<file path="src/chs_pkg.sv">
`timescale 1ns / 1ps
// ----------------------------------------------------------------------------
// chs_pkg
// Shared types and constants of the convex hull block.
// ----------------------------------------------------------------------------
package chs_pkg;

  localparam int MAX_POINTS_DEF = 64;
  localparam int COORD_BITS_DEF = 16;

  typedef enum logic [1:0] {
    ST_OK  = 2'd0,
    ST_FEW = 2'd1,
    ST_OVF = 2'd2
  } status_t;

  // datapath micro-operations issued by the controller
  typedef enum logic [5:0] {
    OP_NOP,
    OP_LOAD,
    OP_START,
    OP_ANC_UPD,
    OP_I_CLR,
    OP_DD_LAT,
    OP_LAT_Q,
    OP_MUL_CROSS_ANC,
    OP_MUL_DP,
    OP_MUL_DQ,
    OP_WR_ANG_K,
    OP_K_INC,
    OP_APPEND,
    OP_I_INC,
    OP_SORT_INIT,
    OP_SO_RD,
    OP_LAT_P_ANG,
    OP_RD_ANG_JM1,
    OP_SHIFT,
    OP_WR_ANG_J_P,
    OP_SC_INIT,
    OP_SC_INIT2,
    OP_MUL_CROSS_STK,
    OP_POP,
    OP_LAT_S2,
    OP_PUSH,
    OP_EM_INIT,
    OP_EM_LAT,
    OP_ERR1,
    OP_ERR2,
    OP_E_INC,
    OP_FINISH
  } op_t;

  typedef struct packed {
    logic ovf;
    logic i_last;
    logic i_mlast;
    logic same_anc;
    logic m_zero;
    logic m_lt2;
    logic k_last;
    logic j_zero;
    logic d_gt2;
    logic cr_zero;
    logic cr_neg;
    logic cr_pos;
    logic far;
    logic out_last;
  } dp_status_t;

endpackage

</file>
<file path="src/chs_ctrl.sv">
`timescale 1ns / 1ps
// ----------------------------------------------------------------------------
// chs_ctrl
// Sequencer for load, anchor search, direction merge, sort, scan and emit.
// ----------------------------------------------------------------------------
module chs_ctrl (
  input  logic                clk,
  input  logic                rst_n,
  input  logic                in_valid,
  input  logic                in_last,
  output logic                in_ready,
  output logic                out_valid,
  input  logic                out_ready,
  input  chs_pkg::dp_status_t st,
  output chs_pkg::op_t        op
);

  typedef enum logic [5:0] {
    S_LOAD, S_START, S_ERR2, S_ERR1, S_ANC_RD, S_ANC_UPD,
    S_DD_START, S_DD_RD, S_DD_LAT, S_DD_QRD, S_DD_QLAT, S_DD_MUL, S_DD_TST,
    S_DD_DP, S_DD_DQ, S_DD_FAR, S_DD_KNEXT, S_DD_APPEND, S_DD_NEXT,
    S_SORT_CHK, S_SO_RD, S_SO_KEY, S_SO_JCHK, S_SO_QLAT, S_SO_MUL, S_SO_TST,
    S_SO_INEXT, S_SC_INIT, S_SC_INIT2, S_SC_RD, S_SC_LAT, S_SC_CHK, S_SC_TST,
    S_SC_POPW_A, S_SC_POPW_Z, S_SC_PUSH, S_EM_INIT, S_EM_RD, S_EM_LAT, S_OUT
  } state_t;

  state_t state_r, state_nxt;

  assign in_ready  = (state_r == S_LOAD);
  assign out_valid = (state_r == S_OUT);

  always_comb begin
    state_nxt = state_r;
    op        = chs_pkg::OP_NOP;
    case (state_r)
      S_LOAD: begin
        if (in_valid) begin
          op = chs_pkg::OP_LOAD;
          if (in_last) state_nxt = S_START;
        end
      end
      S_START: begin
        op        = chs_pkg::OP_START;
        state_nxt = st.ovf ? S_ERR2 : S_ANC_RD;
      end
      S_ERR2: begin
        op        = chs_pkg::OP_ERR2;
        state_nxt = S_OUT;
      end
      S_ERR1: begin
        op        = chs_pkg::OP_ERR1;
        state_nxt = S_OUT;
      end
      S_ANC_RD:   state_nxt = S_ANC_UPD;
      S_ANC_UPD: begin
        op        = chs_pkg::OP_ANC_UPD;
        state_nxt = st.i_last ? S_DD_START : S_ANC_RD;
      end
      S_DD_START: begin
        op        = chs_pkg::OP_I_CLR;
        state_nxt = S_DD_RD;
      end
      S_DD_RD:    state_nxt = S_DD_LAT;
      S_DD_LAT: begin
        op = chs_pkg::OP_DD_LAT;
        if (st.same_anc)    state_nxt = S_DD_NEXT;
        else if (st.m_zero) state_nxt = S_DD_APPEND;
        else                state_nxt = S_DD_QRD;
      end
      S_DD_QRD:   state_nxt = S_DD_QLAT;
      S_DD_QLAT: begin
        op        = chs_pkg::OP_LAT_Q;
        state_nxt = S_DD_MUL;
      end
      S_DD_MUL: begin
        op        = chs_pkg::OP_MUL_CROSS_ANC;
        state_nxt = S_DD_TST;
      end
      S_DD_TST:   state_nxt = st.cr_zero ? S_DD_DP : S_DD_KNEXT;
      S_DD_DP: begin
        op        = chs_pkg::OP_MUL_DP;
        state_nxt = S_DD_DQ;
      end
      S_DD_DQ: begin
        op        = chs_pkg::OP_MUL_DQ;
        state_nxt = S_DD_FAR;
      end
      S_DD_FAR: begin
        // same direction: keep the farther point
        if (st.far) op = chs_pkg::OP_WR_ANG_K;
        state_nxt = S_DD_NEXT;
      end
      S_DD_KNEXT: begin
        op        = chs_pkg::OP_K_INC;
        state_nxt = st.k_last ? S_DD_APPEND : S_DD_QRD;
      end
      S_DD_APPEND: begin
        op        = chs_pkg::OP_APPEND;
        state_nxt = S_DD_NEXT;
      end
      S_DD_NEXT: begin
        op        = chs_pkg::OP_I_INC;
        state_nxt = st.i_last ? S_SORT_CHK : S_DD_RD;
      end
      S_SORT_CHK: begin
        op        = chs_pkg::OP_SORT_INIT;
        state_nxt = st.m_lt2 ? S_ERR1 : S_SO_RD;
      end
      S_SO_RD: begin
        op        = chs_pkg::OP_SO_RD;
        state_nxt = S_SO_KEY;
      end
      S_SO_KEY: begin
        op        = chs_pkg::OP_LAT_P_ANG;
        state_nxt = S_SO_JCHK;
      end
      S_SO_JCHK: begin
        if (st.j_zero) begin
          op        = chs_pkg::OP_WR_ANG_J_P;
          state_nxt = S_SO_INEXT;
        end else begin
          op        = chs_pkg::OP_RD_ANG_JM1;
          state_nxt = S_SO_QLAT;
        end
      end
      S_SO_QLAT: begin
        op        = chs_pkg::OP_LAT_Q;
        state_nxt = S_SO_MUL;
      end
      S_SO_MUL: begin
        op        = chs_pkg::OP_MUL_CROSS_ANC;
        state_nxt = S_SO_TST;
      end
      S_SO_TST: begin
        if (st.cr_pos) begin
          op        = chs_pkg::OP_SHIFT;
          state_nxt = S_SO_JCHK;
        end else begin
          op        = chs_pkg::OP_WR_ANG_J_P;
          state_nxt = S_SO_INEXT;
        end
      end
      S_SO_INEXT: begin
        op        = chs_pkg::OP_I_INC;
        state_nxt = st.i_mlast ? S_SC_INIT : S_SO_RD;
      end
      S_SC_INIT: begin
        op        = chs_pkg::OP_SC_INIT;
        state_nxt = S_SC_INIT2;
      end
      S_SC_INIT2: begin
        op        = chs_pkg::OP_SC_INIT2;
        state_nxt = S_SC_RD;
      end
      S_SC_RD:    state_nxt = S_SC_LAT;
      S_SC_LAT: begin
        op        = chs_pkg::OP_LAT_P_ANG;
        state_nxt = S_SC_CHK;
      end
      S_SC_CHK: begin
        if (st.d_gt2) begin
          op        = chs_pkg::OP_MUL_CROSS_STK;
          state_nxt = S_SC_TST;
        end else begin
          state_nxt = S_SC_PUSH;
        end
      end
      S_SC_TST: begin
        // right turn pops and rechecks, collinear pops once
        if (st.cr_neg) begin
          op        = chs_pkg::OP_POP;
          state_nxt = S_SC_POPW_A;
        end else if (st.cr_zero) begin
          op        = chs_pkg::OP_POP;
          state_nxt = S_SC_POPW_Z;
        end else begin
          state_nxt = S_SC_PUSH;
        end
      end
      S_SC_POPW_A: begin
        op        = chs_pkg::OP_LAT_S2;
        state_nxt = S_SC_CHK;
      end
      S_SC_POPW_Z: begin
        op        = chs_pkg::OP_LAT_S2;
        state_nxt = S_SC_PUSH;
      end
      S_SC_PUSH: begin
        op        = chs_pkg::OP_PUSH;
        state_nxt = st.k_last ? S_EM_INIT : S_SC_RD;
      end
      S_EM_INIT: begin
        op        = chs_pkg::OP_EM_INIT;
        state_nxt = S_EM_RD;
      end
      S_EM_RD:    state_nxt = S_EM_LAT;
      S_EM_LAT: begin
        op        = chs_pkg::OP_EM_LAT;
        state_nxt = S_OUT;
      end
      S_OUT: begin
        if (out_ready) begin
          if (st.out_last) begin
            op        = chs_pkg::OP_FINISH;
            state_nxt = S_LOAD;
          end else begin
            op        = chs_pkg::OP_E_INC;
            state_nxt = S_EM_RD;
          end
        end
      end
      default:    state_nxt = S_LOAD;
    endcase
  end

  always_ff @(posedge clk) begin
    if (!rst_n) begin
      state_r <= S_LOAD;
    end else begin
      state_r <= state_nxt;
    end
  end

endmodule
</file>
<file path="config.mk">
export PLATFORM = sky130hd
export DESIGN_NAME = chs_ctrl
export DESIGN_NICKNAME = d
export VERILOG_FILES = /design/src/chs_pkg.sv /design/src/chs_ctrl.sv
export SDC_FILE = /design/constraint.sdc
export NUM_CORES = 1
export LEC_CHECK = 0
export ABC_AREA = 1
export BUFFER_PORTS_ARGS = -buffer_cell sky130_fd_sc_hd__clkbuf_2
export CAP_MARGIN = 5
export CELL_PAD_IN_SITES_DETAIL_PLACEMENT = 1
export CELL_PAD_IN_SITES_GLOBAL_PLACEMENT = 1
export CORE_MARGIN = 2
export CORE_UTILIZATION = 28
export DETAILED_ROUTE_END_ITERATION = 10
export PLACE_DENSITY = 0.65
export SYNTH_ARGS = -nofsm -noshare
export SYNTH_HDL_FRONTEND = slang
export SYNTH_SLANG_ARGS = --single-unit
export TNS_END_PERCENT = 1
</file>
<file path="constraint.sdc">
create_clock -name clk -period 1.68 [get_ports clk]
set_input_delay 0.42 -clock clk [delete_from_list [all_inputs] [get_ports clk]]
set_output_delay 0.42 -clock clk [all_outputs]
set_load 0.02 [all_outputs]
</file>
# [Word level (Yosys, flattened, before mapping)]
# Cells that the tools add are included.
# W data, S select, Z words.
[op_classes] n_eq_ne=42 n_mux=30 n_reduce_logical=10
[ops] op="$pmux W6 S36" n=1
[ops] op="$pmux W5 S29" n=1
[ops] op="$eq A6 B5 Y1 const B" n=16
[ops] op="$mux W5" n=10
[ops] op="$eq A6 B4 Y1 const B" n=8
[ops] op="$eq A6 B6 Y1 const B" n=8
[ops] op="$mux W6" n=5
[ops] op="$eq A6 B3 Y1 const B" n=4
[ops] op="$mux W4" n=4
[ops] op="$reduce_or A2 Y1" n=7
[ops] op="$eq A6 B2 Y1 const B" n=2
[ops] op="$mux W2" n=4
[ops] op="$eq A6 B1 Y1 const B" n=1
[ops] op="$logic_not A6 Y1" n=1
[ops] op="$mux W1" n=4
[ops] op="$ne A2 B2 Y1 const B" n=2
[ops] op="$mux W3" n=1
[ops] op="$reduce_and A3 Y1" n=1
[ops] op="$reduce_or A3 Y1" n=1
[ops] op="$ne A2 B1 Y1 const B" n=1
[word_totals] regBits=6 out_inout_bits=8

# [Depth between registers and ports, before layout]
[logic_depth] depth_word=3 depth_mapped=12

# [Worst setup path after synthesis]
# No wires, ideal clock.
[synth_timing] path_type="register to output" start="register state_r[2]" end="output op[3]" arrival_ns=1.472 t_required_ns=1.260 slack_ns=-0.212 path_stages_with_launch=9 n_path_buf=0 path_cell_list="dfxtp_1 > inv_1 > nor2_2 > nand3_1 > inv_1 > nand2_1 > nand2_1 > nor3_1 > nand4_1"
[synth_between] elab_cells_between_ends=40 cone_classes="33 x eq/ne; 1 x mux; 6 x reduce/logical"
[synth_lines] item="start: declaration" line_no="chs_ctrl.sv:27" rtl="state_t state_r, state_nxt;"
[synth_lines] item="start signal: assignment" line_no="chs_ctrl.sv:220" rtl="state_r <= state_nxt;"
[synth_lines] item="$eq A6 B6 Y1"
[synth_lines] item="net out_valid" line_no="chs_ctrl.sv:12" rtl="output logic out_valid,"
[synth_lines] item="$pmux W5 S29" line_no="chs_ctrl.sv:35" rtl="case (state_r)"
[synth_lines] item="end: declaration" line_no="chs_ctrl.sv:15" rtl="output chs_pkg::op_t op"
# The timed path passes the listed nets, and every way through them passes these cells.

# [Worst setup path after layout]
[layout_timing] start="register state_r[2]" end="output op[0]"
[layout_between] elab_chain_cells=3 elab_cells_between_ends=40 cone_classes="33 x eq/ne; 1 x mux; 6 x reduce/logical"
[layout_lines] item="$eq A6 B6 Y1, or another cell as far along" line_no="chs_ctrl.sv:35"
[layout_lines] item="$reduce_or A2 Y1 (no source line)"
[layout_lines] item="$pmux W5 S29 *" line_no="chs_ctrl.sv:35"
# Mark *: on every way between the ends. The rest lies on a longest branch, timed or not.

==> impl_metrics.csv <==
group,metric,value,unit
run_status,status,"finished with violations",
worst_setup_path,start_kind,"flop",
synthesis,yosys.area.top_type_share,0.194,
floorplan,std_cell_rows,25,
layout,n_antenna_cell,0,
synthesis,synthesis.instances,254,
global_routing,grt_pass1_wl,11700,um
cts,cts-hold-fix-buffers,0,
drt,detailedRoute.firstPassIterationCount,4,
sta,finalSetupViolCount,11,
worst_setup_path,cp.arrival,1.74,ns
drt,finalWirelength,7830,um
drt,detail_route.vias_per_cell,5.51,
cts,clock_sinks,6,
sta,period_share,1.29,
cts,cts.path.max_buffers,2,
worst_setup_path,worstReg2RegStart,"state_r[0]",
worst_setup_path,worst-setup-path-type,"reg -> out",
layout,largest_register_ffs,6,
synthesis,most_repeated_cell_in_the_gate_level_netlist_after_synthesis,"sky130_fd_sc_hd__nand2_1",
synthesis,dominant_combinational_cell_family_by_area_after_synthesis,"simple AND/OR/NAND/NOR gates",
layout,reg_top3,"state_r: 6 flops",
synthesis,synth.top_cells.by_count,"69 x sky130_fd_sc_hd__nand2_1, 41 x sky130_fd_sc_hd__nor2_1, 37 x sky130_fd_sc_hd__nand3_1, 24 x sky130_fd_sc_hd__inv_1, 14 x sky130_fd_sc_hd__nand4_1",
layout,largest_register,"state_r",
power,static-leakage-power,1.38,nW
layout,drive_above_1_share,0.514,
sta,clock_skew,0.00114,ns
hold_path,min_path_cells,3,
worst_setup_path,crit_end,"op[0]",
run,max_cap_viols,0,
power,powerDensity,1080,mW/mm2
synthesis,synth.yosys.warnings,0,
sta,timing.final.hold_violations,0,
place,dpl_cell_area,0.00206,mm2
synthesis,seq_area_frac_synth,0.0901,
synthesis,post_synth_mux_area_share,0,
floorplan,coreArea,0.00466,mm2
synthesis,synth_area,0.00133,mm2
synthesis,synth_area_leader_cell,"sky130_fd_sc_hd__nand2_1",
worst_setup_path,worst_r2r_endpoint,"state_r[1]",
synthesis,synth-edff-count,0,
worst_setup_path,critical_path_peak_fanout,9,
global_routing,grt_antenna_before_repair,0,
drt,num_vias,2293,
synthesis,yosys.area_share.xor_xnor,0,
cts,worst_setup_hold_path_clk_slew,0.04,ns
synthesis,ys_dominant_reg_cell,"sky130_fd_sc_hd__dfxtp_1",
floorplan,chipWidth,73.0,um
worst_setup_path,reg2reg_setup_slack,-0.16,ns
hold_path,class_of_the_most_critical_hold_timing_path,"in -> reg",
place,dpl_wire_length,5930,um
cts,cts_tree,"done",
cts,clkLatencyLatePin,0.22,ns
sta,finalCriticalPeriod,2.16,ns
synthesis,netlist_top_cells_area,"sky130_fd_sc_hd__nand2_1 19%, sky130_fd_sc_hd__nand3_1 14%, sky130_fd_sc_hd__nor2_1 12%",
floorplan,fp.dieArea,0.00533,mm2
sta,slew_violations,0,
synthesis,synth_compound_area_frac,0.0750,
drt,drc,0,
worst_setup_path,critical_path.startpoint,"state_r[2]",
layout,nets,382,
synthesis,syn_avg_cell_area,5.25,um2
worst_setup_path,worst_ep_required_time,1.26,ns
floorplan,starting_density_of_the_core,0.286,
power,ir_drop,744,uV
synthesis,async_flop_share,0,
cts,cts-buffers-inserted,3,
drt,final_antenna_net_count,0,
global_routing,track_usage,0.291,
cts,cts.root.buffer_cell,"sky130_fd_sc_hd__clkbuf_8",
run_status,violations_in_the_final_reports,"negative setup slack",
worst_setup_path,worstRegToRegCells,13,
place,place.gp.congestion,1.03,
layout,final_area,0.00242,mm2
place,port_buffers,25,
sta,fmax,463,MHz
global_routing,global_route.overflow_total,0,
synthesis,synth_simple_gate_area_frac,0.719,
floorplan,io-pin-count,27,
cts,htree_num_levels,1,
power,fin_total_pwr,0.00260,W
global_routing,grt_start_max_net_pins,11,
drt,post_drt_wl_per_cell,18.8,um
floorplan,die_height,73.0,um
synthesis,synth_cell_types,27,
layout,flow.area_growth_from_synthesis,81.4,%
sta,setup_repair_after_global_routing_missed_its_margin,"yes",
sta,final_critical_path_setup_slack,-0.479,ns
synthesis,ys_seq_elements,6,
synthesis,syn-num-nets,273,
hold_path,hold_start,"rst_n",
synthesis,synth_adder_area_share,0,
worst_setup_path,worstSetupEndpointType,"primary output",
drt,drtIter0Drc,215,
global_routing,grt_pass1_vias,2332,
==> metrics by stage <==
stage,hold WS [ns],cells,utilization,TNS [ns],setup WS (ns)
2_1_floorplan,0.604,254,-,-0.173,-0.0651
3_3_place_gp,0.716,401,0.441,-1.81,-0.315
3_5_place_dp,0.723,401,0.441,-1.77,-0.335
4_1_cts,0.494,413,0.493,-2.63,-0.475
5_1_grt,0.535,416,0.519,-3.93,-0.556
6_report,0.504,416,0.519,-3.02,-0.479
==> where the power goes <==
group	leakage, nW	switching (W)	total (W)	internal (W)
logic	1.30	0.00118	0.00209	0.000904
registers	0.0533	0.0000833	0.000280	0.000197
clock network	0.0228	0.0000716	0.000236	0.000164
total	1.38	0.00134	0.00260	0.00127
==> worst min path at each step <==
stage	to	slack, ns
2_1_floorplan	state_r[1]	0.60
3_3_place_gp	state_r[4]	0.72
3_5_place_dp	state_r[4]	0.72
4_1_cts	state_r[4]	0.49
5_1_grt	state_r[4]	0.53
6_report	state_r[4]	0.50
==> per-layer routing <==
metal	vias up	part of all wire	track usage
li1	1057	-	-
met1	1085	0.40	0.364
met2	124	0.49	0.511
met3	27	0.063	0.0414
met4	0	0.044	0.0885
met5	-	0	0
==> placed cells by master, fill, tap and decap left out, types with 7 or more instances in the layout <==
master and n:
sky130_fd_sc_hd__buf_4 76, sky130_fd_sc_hd__buf_6 7, sky130_fd_sc_hd__clkbuf_2 20, sky130_fd_sc_hd__inv_1 20, sky130_fd_sc_hd__inv_2 10, sky130_fd_sc_hd__nand2_1 57, sky130_fd_sc_hd__nand2_2 13, sky130_fd_sc_hd__nand3_1 31
sky130_fd_sc_hd__nand3_2 11, sky130_fd_sc_hd__nand4_1 14, sky130_fd_sc_hd__nor2_1 33, sky130_fd_sc_hd__nor2_4 11
==> worst max-delay path, stage by stage, from the launching register on <==
cell                       delay [ns]
sky130_fd_sc_hd__dfxtp_4         0.39
sky130_fd_sc_hd__buf_6           0.11
sky130_fd_sc_hd__nor2_4          0.03
sky130_fd_sc_hd__buf_4           0.18
sky130_fd_sc_hd__nand3_2         0.14
sky130_fd_sc_hd__nand3_1         0.11
sky130_fd_sc_hd__nor3_2          0.23
sky130_fd_sc_hd__nand4_1         0.14
sky130_fd_sc_hd__clkbuf_8        0.17
==> cell families (layout without fill, tap and decap cells) <==
family	after synthesis	after routing
flops	6	6
buf+inv	36	144
compound gates	18	18
simple gates	193	193
other cells	1	1
==> layout make-up <==
cell class              instances  area (um2)
clock buffers                   4        45.0
fillers                       653        2240
well taps                      54        67.6
flip-flops and latches          6         143
repair buffers                108         807
multi-input cells             212        1230
inverters                      32         125
==> what timing repair did <==
| item | 4_1_cts | 5_1_grt |
|---|---|---|
| setup endpoints to repair | 12 | 13 |
| setup buffers | 8 | 3 |
| gates resized for setup | 34 | 33 |
| pin swaps | 12 | 9 |
| endpoints found under the hold margin | 0 | 0 |
Power figures use the tool's default switching activity.
